[src/rtl/envelope_compressor_defines.svh]
// Assertion macros shared by the envelope compressor RTL.
// Included by files that carry concurrent assertions; needs no package.
`ifndef ENVELOPE_COMPRESSOR_DEFINES_SVH
`define ENVELOPE_COMPRESSOR_DEFINES_SVH

// Same-cycle implication, disabled while reset is asserted.
`define ENVC_ASSERT_IMP(label, clk, rst_n, ante, cons, msg) \
	label: assert property (@(posedge clk) disable iff (!rst_n) (ante) |-> (cons)) \
		else $error(msg);

// Next-cycle implication, disabled while reset is asserted.
`define ENVC_ASSERT_NXT(label, clk, rst_n, ante, cons, msg) \
	label: assert property (@(posedge clk) disable iff (!rst_n) (ante) |=> (cons)) \
		else $error(msg);

`endif

[src/rtl/envc_pkg.sv]
// Shared types, constants and the microcode table of the envelope compressor.
// Used by envc_seq, envc_dp and envelope_compressor; depends on nothing.
package envc_pkg;

	localparam int SAMPLE_W          = 16;
	localparam int THR_W             = 15;
	localparam int RATIO_W           = 10;
	localparam int COEF_W            = 16;
	localparam int GAIN_W            = 17;
	localparam int CFG_DATA_W        = 16;
	localparam int CFG_IDX_W         = 2;
	localparam int ENV_FRAC_BITS_DEF = 23;

	localparam logic [THR_W-1:0]   THR_RESET     = 15'd8231;
	localparam logic [RATIO_W-1:0] RATIO_RESET   = 10'd64;
	localparam logic [COEF_W-1:0]  ATTACK_RESET  = 16'd66;
	localparam logic [COEF_W-1:0]  RELEASE_RESET = 16'd6554;
	localparam logic [RATIO_W-1:0] RATIO_MIN     = 10'd16;

	typedef logic [CFG_IDX_W-1:0] reg_idx_t;
	localparam reg_idx_t REG_THRESHOLD = 2'd0;
	localparam reg_idx_t REG_RATIO     = 2'd1;
	localparam reg_idx_t REG_ATTACK    = 2'd2;
	localparam reg_idx_t REG_RELEASE   = 2'd3;

	typedef struct packed {
		logic signed [SAMPLE_W-1:0] in_sample;
		logic                       block_last;
	} in_item_t;

	typedef struct packed {
		logic signed [SAMPLE_W-1:0] out_sample;
		logic                       block_last_out;
		logic                       compressing;
	} out_item_t;

	typedef struct packed {
		logic [THR_W-1:0]   threshold_level;
		logic [RATIO_W-1:0] ratio_sixteenths;
		logic [COEF_W-1:0]  attack_coeff;
		logic [COEF_W-1:0]  release_coeff;
	} cfg_t;

	typedef logic [3:0] op_t;
	localparam op_t OP_NOP   = 4'd0;
	localparam op_t OP_LOAD  = 4'd1;
	localparam op_t OP_MUL   = 4'd2;
	localparam op_t OP_ENV   = 4'd3;
	localparam op_t OP_CMP   = 4'd4;
	localparam op_t OP_DIV_R = 4'd5;
	localparam op_t OP_NUM   = 4'd6;
	localparam op_t OP_DIV_E = 4'd7;
	localparam op_t OP_GAIN  = 4'd8;
	localparam op_t OP_OUT   = 4'd9;

	typedef logic [2:0] cond_t;
	localparam cond_t COND_NEXT     = 3'd0;
	localparam cond_t COND_WAIT_IN  = 3'd1;
	localparam cond_t COND_LOOP     = 3'd2;
	localparam cond_t COND_PASS     = 3'd3;
	localparam cond_t COND_WAIT_OUT = 3'd4;

	typedef logic [1:0] lim_t;
	localparam lim_t LIM_NONE = 2'd0;
	localparam lim_t LIM_MUL  = 2'd1;
	localparam lim_t LIM_DIV1 = 2'd2;
	localparam lim_t LIM_DIV2 = 2'd3;

	typedef logic [3:0] upc_t;
	localparam upc_t UPC_IDLE = 4'd0;
	localparam upc_t UPC_MUL  = 4'd1;
	localparam upc_t UPC_ENV  = 4'd2;
	localparam upc_t UPC_CMP  = 4'd3;
	localparam upc_t UPC_DIVR = 4'd4;
	localparam upc_t UPC_NUM  = 4'd5;
	localparam upc_t UPC_DIVE = 4'd6;
	localparam upc_t UPC_GAIN = 4'd7;
	localparam upc_t UPC_OUT  = 4'd8;

	typedef struct packed {
		op_t   op;
		cond_t cond;
		upc_t  target;
		lim_t  lim;
	} ucode_t;

	typedef struct packed {
		op_t op;
	} ctrl_t;

	typedef struct packed {
		logic over;
		logic out_busy;
	} status_t;

	function automatic ucode_t envc_ucode(input upc_t addr);
		ucode_t w;
		unique case (addr)
			UPC_IDLE: w = '{op: OP_LOAD,  cond: COND_WAIT_IN,  target: UPC_IDLE, lim: LIM_NONE};
			UPC_MUL:  w = '{op: OP_MUL,   cond: COND_LOOP,     target: UPC_IDLE, lim: LIM_MUL};
			UPC_ENV:  w = '{op: OP_ENV,   cond: COND_NEXT,     target: UPC_IDLE, lim: LIM_NONE};
			UPC_CMP:  w = '{op: OP_CMP,   cond: COND_PASS,     target: UPC_OUT,  lim: LIM_NONE};
			UPC_DIVR: w = '{op: OP_DIV_R, cond: COND_LOOP,     target: UPC_IDLE, lim: LIM_DIV1};
			UPC_NUM:  w = '{op: OP_NUM,   cond: COND_NEXT,     target: UPC_IDLE, lim: LIM_NONE};
			UPC_DIVE: w = '{op: OP_DIV_E, cond: COND_LOOP,     target: UPC_IDLE, lim: LIM_DIV2};
			UPC_GAIN: w = '{op: OP_GAIN,  cond: COND_NEXT,     target: UPC_IDLE, lim: LIM_NONE};
			UPC_OUT:  w = '{op: OP_OUT,   cond: COND_WAIT_OUT, target: UPC_IDLE, lim: LIM_NONE};
			default:  w = '{op: OP_NOP,   cond: COND_WAIT_OUT, target: UPC_IDLE, lim: LIM_NONE};
		endcase
		return w;
	endfunction

endpackage

[src/rtl/envc_seq.sv]
// Microcode sequencer: program counter, loop counter and branch logic.
// Reads the control table from envc_pkg and drives envc_dp through ctrl_t.
module envc_seq #(
	parameter int ENVELOPE_FRAC_BITS = envc_pkg::ENV_FRAC_BITS_DEF
) (
	input  logic              clk,
	input  logic              arst_n,
	input  logic              in_valid,
	input  envc_pkg::status_t status,
	output logic              in_ready,
	output envc_pkg::ctrl_t   ctrl
);
	import envc_pkg::*;

	localparam int EW = ENVELOPE_FRAC_BITS + 1;
	localparam int QW = (EW > GAIN_W) ? EW : GAIN_W;
	localparam int CW = $clog2(QW);

	upc_t            upc_q;
	upc_t            upc_nxt;
	logic [CW-1:0]   cnt_q;
	logic [CW-1:0]   cnt_nxt;
	logic [CW-1:0]   limit;
	ucode_t          word;

	assign word     = envc_ucode(upc_q);
	assign in_ready = (word.cond == COND_WAIT_IN);

	always_comb begin
		unique case (word.lim)
			LIM_MUL:  limit = CW'(COEF_W - 1);
			LIM_DIV1: limit = CW'(EW - 1);
			LIM_DIV2: limit = CW'(GAIN_W - 1);
			LIM_NONE: limit = '0;
		endcase
	end

	always_comb begin
		upc_nxt = upc_q + 4'd1;
		cnt_nxt = '0;
		ctrl.op = word.op;
		unique case (word.cond)
			COND_NEXT: begin
			end
			COND_WAIT_IN: begin
				if (!in_valid) begin
					upc_nxt = upc_q;
					ctrl.op = OP_NOP;
				end
			end
			COND_LOOP: begin
				if (cnt_q != limit) begin
					upc_nxt = upc_q;
					cnt_nxt = cnt_q + CW'(1);
				end
			end
			COND_PASS: begin
				if (!status.over) begin
					upc_nxt = word.target;
				end
			end
			COND_WAIT_OUT: begin
				if (status.out_busy) begin
					upc_nxt = upc_q;
					ctrl.op = OP_NOP;
				end else begin
					upc_nxt = word.target;
				end
			end
			default: begin
				upc_nxt = UPC_IDLE;
				ctrl.op = OP_NOP;
			end
		endcase
	end

	always_ff @(posedge clk or negedge arst_n) begin
		if (!arst_n) begin
			upc_q <= UPC_IDLE;
			cnt_q <= '0;
		end else begin
			upc_q <= upc_nxt;
			cnt_q <= cnt_nxt;
		end
	end

endmodule

[src/rtl/envc_dp.sv]
// Datapath: envelope register, serial multiplier, serial divider, gain multiply
// and output register. Controlled by envc_seq; types from envc_pkg.
module envc_dp #(
	parameter int ENVELOPE_FRAC_BITS = envc_pkg::ENV_FRAC_BITS_DEF
) (
	input  logic                clk,
	input  logic                arst_n,
	input  envc_pkg::cfg_t      cfg,
	input  envc_pkg::ctrl_t     ctrl,
	input  envc_pkg::in_item_t  in_item,
	output envc_pkg::status_t   status,
	output logic                out_valid,
	input  logic                out_ready,
	output envc_pkg::out_item_t out_item
);
	import envc_pkg::*;

	localparam int EW  = ENVELOPE_FRAC_BITS + 1;
	localparam int DW  = EW + 1;
	localparam int AW  = EW + COEF_W + 1;
	localparam int QW  = (EW > GAIN_W) ? EW : GAIN_W;
	localparam int SH  = ENVELOPE_FRAC_BITS - (SAMPLE_W - 1);
	localparam int PW  = SAMPLE_W + GAIN_W;

	logic [EW-1:0]            env_q;
	logic [SAMPLE_W-1:0]      sample_q;
	logic                     last_q;
	logic [SAMPLE_W-1:0]      mag_q;
	logic signed [DW-1:0]     diff_q;
	logic [COEF_W-1:0]        coef_q;
	logic signed [AW-1:0]     acc_q;
	logic [DW-1:0]            rem_q;
	logic [QW-1:0]            quo_q;
	logic [PW-1:0]            prod_q;
	logic                     comp_q;
	logic                     out_valid_q;
	out_item_t                out_q;

	logic [SAMPLE_W-1:0]      raw;
	logic [SAMPLE_W-1:0]      mag_in;
	logic [EW-1:0]            mag_e;
	logic [EW-1:0]            thr_e;
	logic [EW-1:0]            over_amt;
	logic [EW-1:0]            over_sh;
	logic [EW-1:0]            num;
	logic signed [DW-1:0]     env_sum;
	logic [RATIO_W-1:0]       ratio_eff;
	logic [EW-1:0]            divisor;
	logic [DW:0]              trial;
	logic                     fits;
	logic [SAMPLE_W-1:0]      scaled;
	logic [SAMPLE_W-1:0]      signed_res;

	assign raw       = in_item.in_sample;
	assign mag_in    = raw[SAMPLE_W-1] ? (~raw + SAMPLE_W'(1)) : raw;
	assign mag_e     = EW'(mag_in) << SH;
	assign thr_e     = EW'(cfg.threshold_level) << (ENVELOPE_FRAC_BITS - THR_W);
	assign over_amt  = env_q - thr_e;
	assign over_sh   = over_amt << 4;
	assign num       = thr_e + quo_q[EW-1:0];
	assign env_sum   = $signed({1'b0, env_q}) + $signed(acc_q[AW-1:COEF_W]);
	assign ratio_eff = (cfg.ratio_sixteenths < RATIO_MIN) ? RATIO_MIN : cfg.ratio_sixteenths;
	assign divisor   = (ctrl.op == OP_DIV_R) ? EW'(ratio_eff) : env_q;
	assign trial     = {rem_q, quo_q[QW-1]};
	assign fits      = (trial >= (DW+1)'(divisor));
	assign scaled    = prod_q[SAMPLE_W+GAIN_W-2:GAIN_W-1];
	assign signed_res = sample_q[SAMPLE_W-1] ? (~scaled + SAMPLE_W'(1)) : scaled;

	assign status.over     = (env_q > thr_e);
	assign status.out_busy = out_valid_q & ~out_ready;
	assign out_valid       = out_valid_q;
	assign out_item        = out_q;

	always_ff @(posedge clk) begin
		unique case (ctrl.op)
			OP_LOAD: begin
				sample_q <= raw;
				last_q   <= in_item.block_last;
				mag_q    <= mag_in;
				diff_q   <= $signed({1'b0, mag_e}) - $signed({1'b0, env_q});
				coef_q   <= (mag_e > env_q) ? cfg.attack_coeff : cfg.release_coeff;
				acc_q    <= '0;
			end
			OP_MUL: begin
				acc_q  <= (acc_q <<< 1) + (coef_q[COEF_W-1] ? AW'(diff_q) : AW'(0));
				coef_q <= coef_q << 1;
			end
			OP_CMP: begin
				comp_q <= status.over;
				rem_q  <= DW'(over_amt >> (EW - 4));
				quo_q  <= QW'(over_sh) << (QW - EW);
			end
			OP_DIV_R, OP_DIV_E: begin
				rem_q <= fits ? DW'(trial - (DW+1)'(divisor)) : DW'(trial);
				quo_q <= {quo_q[QW-2:0], fits};
			end
			OP_NUM: begin
				rem_q <= DW'(num >> 1);
				quo_q <= QW'({num[0], {(GAIN_W-1){1'b0}}}) << (QW - GAIN_W);
			end
			OP_GAIN: begin
				prod_q <= PW'(mag_q) * PW'(quo_q[GAIN_W-1:0]);
			end
			OP_OUT: begin
				out_q.out_sample     <= comp_q ? signed_res : sample_q;
				out_q.block_last_out <= last_q;
				out_q.compressing    <= comp_q;
			end
			default: begin
			end
		endcase
	end

	always_ff @(posedge clk or negedge arst_n) begin
		if (!arst_n) begin
			env_q <= '0;
		end else if (ctrl.op == OP_ENV) begin
			env_q <= env_sum[EW-1:0];
		end
	end

	always_ff @(posedge clk or negedge arst_n) begin
		if (!arst_n) begin
			out_valid_q <= 1'b0;
		end else if (ctrl.op == OP_OUT) begin
			out_valid_q <= 1'b1;
		end else if (out_ready) begin
			out_valid_q <= 1'b0;
		end
	end

endmodule

[src/rtl/envelope_compressor.sv]
// Envelope compressor: one Q1.15 sample request in, one compressed sample request out.
// Input and output are valid/ready channels; the four settings are written through
// a plain write port (cfg_we, cfg_index, cfg_data) and should take effect on the next
// request, which the block does not enforce. A peak envelope (Q1.ENVELOPE_FRAC_BITS)
// follows each sample's magnitude; above the threshold the sample is scaled by a gain
// no larger than one. A request is taken only when the sequencer is back at its first
// step. From accept to the result register, a sample below threshold passes a 16-step
// serial envelope multiply, the envelope update and the threshold compare; one above
// adds a restoring division by the ratio, a 17-step gain division and the gain multiply.
// The sequencer then returns to its first step before the next request is taken.
// The result waits in an output register; a stalled receiver holds the sequencer at its
// last step, so at most one finished result and one request in work exist at a time.
// Reset clears the envelope, the output valid, the sequencer and restores the default
// settings: threshold 8231, ratio 4:1, attack 66, release 6554.
`include "envelope_compressor_defines.svh"

module envelope_compressor #(
	parameter int ENVELOPE_FRAC_BITS = envc_pkg::ENV_FRAC_BITS_DEF
) (
	input  logic                                 clk,
	input  logic                                 arst_n,
	input  logic                                 in_valid,
	output logic                                 in_ready,
	input  envc_pkg::in_item_t                   in_item,
	output logic                                 out_valid,
	input  logic                                 out_ready,
	output envc_pkg::out_item_t                  out_item,
	input  logic                                 cfg_we,
	input  logic [envc_pkg::CFG_IDX_W-1:0]       cfg_index,
	input  logic [envc_pkg::CFG_DATA_W-1:0]      cfg_data
);
	import envc_pkg::*;

	cfg_t    cfg_q;
	ctrl_t   ctrl;
	status_t status;

	always_ff @(posedge clk or negedge arst_n) begin
		if (!arst_n) begin
			cfg_q.threshold_level  <= THR_RESET;
			cfg_q.ratio_sixteenths <= RATIO_RESET;
			cfg_q.attack_coeff     <= ATTACK_RESET;
			cfg_q.release_coeff    <= RELEASE_RESET;
		end else if (cfg_we) begin
			unique case (cfg_index)
				REG_THRESHOLD: cfg_q.threshold_level  <= cfg_data[THR_W-1:0];
				REG_RATIO:     cfg_q.ratio_sixteenths <= cfg_data[RATIO_W-1:0];
				REG_ATTACK:    cfg_q.attack_coeff     <= cfg_data[COEF_W-1:0];
				REG_RELEASE:   cfg_q.release_coeff    <= cfg_data[COEF_W-1:0];
			endcase
		end
	end

	envc_seq #(
		.ENVELOPE_FRAC_BITS(ENVELOPE_FRAC_BITS)
	) u_seq (
		.clk      (clk),
		.arst_n   (arst_n),
		.in_valid (in_valid),
		.status   (status),
		.in_ready (in_ready),
		.ctrl     (ctrl)
	);

	envc_dp #(
		.ENVELOPE_FRAC_BITS(ENVELOPE_FRAC_BITS)
	) u_dp (
		.clk       (clk),
		.arst_n    (arst_n),
		.cfg       (cfg_q),
		.ctrl      (ctrl),
		.in_item   (in_item),
		.status    (status),
		.out_valid (out_valid),
		.out_ready (out_ready),
		.out_item  (out_item)
	);

	`ENVC_ASSERT_IMP(a_out_slot_free, clk, arst_n, ctrl.op == OP_OUT, !out_valid || out_ready, "result written while the output register still held an unread result")
	`ENVC_ASSERT_NXT(a_out_loaded, clk, arst_n, ctrl.op == OP_OUT, out_valid, "result write did not raise out_valid")
	`ENVC_ASSERT_NXT(a_one_in_work, clk, arst_n, in_valid && in_ready, !in_ready, "sequencer took a second request before finishing the first")

endmodule

[config.mk]
export PLATFORM = sky130hd
export DESIGN_NAME = envelope_compressor
export DESIGN_NICKNAME = d
export VERILOG_FILES = /design/src/rtl/envc_pkg.sv /design/src/rtl/envc_seq.sv /design/src/rtl/envc_dp.sv /design/src/rtl/envelope_compressor.sv
export VERILOG_INCLUDE_DIRS = /design/src /design/src/rtl
export SDC_FILE = /design/constraint.sdc
export NUM_CORES = 1
export LEC_CHECK = 0
export BUFFER_PORTS_ARGS = -buffer_cell sky130_fd_sc_hd__buf_4
export CAP_MARGIN = 20
export CORE_MARGIN = 3
export CORE_UTILIZATION = 50
export CTS_BUF_LIST = sky130_fd_sc_hd__clkbuf_4
export DETAILED_ROUTE_END_ITERATION = 10
export PLACE_DENSITY = 0.63
export SETUP_SLACK_MARGIN = 0.15
export SYNTH_ARGS = -nofsm -noshare
export SYNTH_HDL_FRONTEND = slang
export SYNTH_SLANG_ARGS = --single-unit
[constraint.sdc]
create_clock -name clk -period 8.5 [get_ports clk]
set_input_delay 0.85 -clock clk [delete_from_list [all_inputs] [get_ports clk]]
set_output_delay 0.85 -clock clk [all_outputs]
set_load 0.01 [all_outputs]
==> flow_summary.ini <==
[run_status]
status = finished, final reports clean

[timing]
slew_violations = 0
fmaxAchievable_mhz = 140
worstMarginPinSlew_ns = 0.934
period_minus_slack_ns = 7.15
rsz0062_at_grt = no
fin_crit_sh_pct = 84.1
fin_skew_ns = 0.0858
relSlewSlack_pct = 37.6
setup_tns_ns = 0
hold_viol_final = 0
finalSetupViolations = 0

[route]
vias = 20200
vias_per_cell = 5.66
route.detailed.drc = 0
drt_iter0_drc = 1392
first_pass_iters = 5
drt-total-wl_um = 70800
antenna_left = 0
wire_per_inst_um = 19.8

[global_routing]
track_usage_pct = 25.7
antenna_found_initial = 2
grt_pass1_wl_um = 113000
grt_pass1_vias = 20900
grt_overflow_total = 0
grt_max_degree = 61

[cts]
cts_buffer_depth = 3
cts_resized = 0
cts_sinks = 288
clkLatencyLatePin_ns = 0.86
cts_hold_buf = 1
cts_tree = built
cts_setup_buffers = 0
h-tree-depth = 3
path_clk_slew_ns = 0.06
root_buffer = clkbuf_4
cts_buffers = 84

[synthesis]
ys.warnings.count = 0
synthTopCellsByCount = inv_1 (347), nand2_1 (307), ha_1 (243)
yosys-top-cells-area = edfxtp_1 (22%), fa_1 (16%), ha_1 (11%), dfrtp_1 (7.1%), inv_1 (4.9%)
yosysTopAreaCellShare_pct = 22.1
synth_edf_count = 197
synth-seq-cells = 288
yosys.area.top_type = edfxtp_1
yosysMostFrequentCell = inv_1
syn_nets = 3238
synth_flop_cell = edfxtp_1
synth_area_sq_um = 26700
ys_seq_area_share_pct = 30.7
synthArstFlopShare_pct = 31.6
syn_inst = 2744
synth_cell_type_count = 74
avgSynthCellArea_sq_um = 9.73

[place]
dp_hpwl_um = 53800
io_buffers = 59
gp_congestion = 0.944

[die]
row_count = 84
core_sq_um = 52700
ios = 60
die_h_um = 237
dieArea_sq_um = 56200
fp.dieW_um = 237
initial_utilization_pct = 50.7

[worst_setup_path]
worstSetupPathType = reg -> reg
crit_chain = nand2_1, fa_1, fa_1, fa_1, inv_1, fa_1, fa_1, inv_1, fa_1, inv_1, ha_1, nand4_1, nor3_1, a221oi_1, o21ai_0, o21ai_0, a21oi_1, a21oi_1, o311ai_0, a21oi_1, xnor2_1
crit_path_end_kind = register
crit_slowest_cell = edfxtp_1
required_ns = 9.06
start_kind = register
worstPathArrival_ns = 7.71
slowest_delay_ns = 0.85
critPathMaxFanout = 18
timing.critical_path.mode_cell = fa_1

[final_layout]
nNetsFinal = 3312
areaGrowthSynthToFinish_pct = 8.33
multi_input_area_sq_um = 16900
layout-drive-gt1-share_pct = 10.4
num-fill-cells = 4775
sequential_cell_area_sq_um = 8210

[min_path]
hp-class = in -> reg

[job]
maxCapViolCount = 0
[flip-flops by register name, summed over array words and instances, names as in the netlist, 4 cells and up]
signal,count
u_dp.coef_q,16
u_dp.rem_q,25
u_dp.out_item,18
u_seq.cnt_q,5
u_dp.quo_q,24
u_dp.mag_q,16
u_dp.env_q,24
u_dp.diff_q,25
u_dp.acc_q,40
u_dp.sample_q,15
u_seq.upc_q,4
cfg_q,57
u_dp.prod_q,16
[worst max-delay path: cells and delay by family, from the launching register on]
kind	cells	cell delay, ns
flip-flops	1	0.85
buffers and inverters	3	0.15
AND/OR/NAND/NOR	3	0.44
AO/OA/AOI/OAI	7	1.89
adder cells (fa/ha/maj)	7	3.41
XOR/XNOR	1	0.15
[cells by family (layout without fill, tap and decap cells)]
| logic type | after synthesis | in the layout | synth area share, % |
|---|---|---|---|
| AND/OR/NAND/NOR | 779 | 779 | 14.1 |
| AO/OA/AOI/OAI | 531 | 531 | 12.8 |
| adder cells (fa/ha/maj) | 454 | 454 | 27.2 |
| buffers and inverters | 436 | 573 | 6.20 |
| flip-flops | 288 | 288 | 30.7 |
| XOR/XNOR | 169 | 169 | 5.54 |
| multiplexers | 87 | 87 | 3.50 |
| other | 0 | 2 | 0 |
[worst paths after layout]
check | startpoint | endpoint | slack, ns | cells after the start
max | u_dp.quo_q[10] | u_dp.prod_q[26] | 1.35 | 21
min | in_item[0] | u_dp.last_q | 0.20 | 1
max reg2reg | u_dp.quo_q[10] | u_dp.prod_q[26] | 1.35 | 21
min reg2reg | u_dp.last_q | u_dp.out_item[1] | 0.44 | 0
max in group asynchronous | arst_n | cfg_q[50] | 6.82 | 3
min in group asynchronous | arst_n | u_dp.out_valid | 0.50 | 2
[cells in the final DEF (no fill, tap or decap), drive strengths merged, types with 116 or more instances in the layout]
cell type,netlist,routed
a21oi,132,132
and2,159,159
clkbuf,82,116
edfxtp,197,197
fa,211,211
ha,243,243
inv,347,350
nand2,307,307
nor2,126,126
o21ai,140,140
[per-layer routing]
metal	up-vias	track usage, %	wire [um]
li1	9550	-	-
met1	9887	34.1	30200
met2	639	41.8	33200
met3	147	5.35	5150
met4	0	9.07	2240
met5	-	0	0
[layout make-up]
class                      count  share of cell area, %
multi-input combinational   2020                   58.3
sequential                   288                   28.4
tap                          688                   2.98
antenna                        2                 0.0173
inverter                     347                   4.50
timing repair buffer          77                   2.01
clock inverter                33                  0.813
clock buffer                 116                   3.01
[through the flow]
stage	instance area, sq um	setup WS [ns]	utilization (%)	instances	hold slack (ns)
global placement	27800	1.50	52.8	3419	0.401
global route	28900	0.910	55.0	3571	0.127
detailed placement	27800	1.40	52.8	3419	0.409
CTS	28900	1.36	54.9	3569	0.113
floorplan	26700	0.778	-	2744	0.400
finish	28900	1.35	55.0	3571	0.200
Power is left out: the tool's default activity adds up to more than one toggle a clock period on the data nets, which glitch-free logic cannot reach.
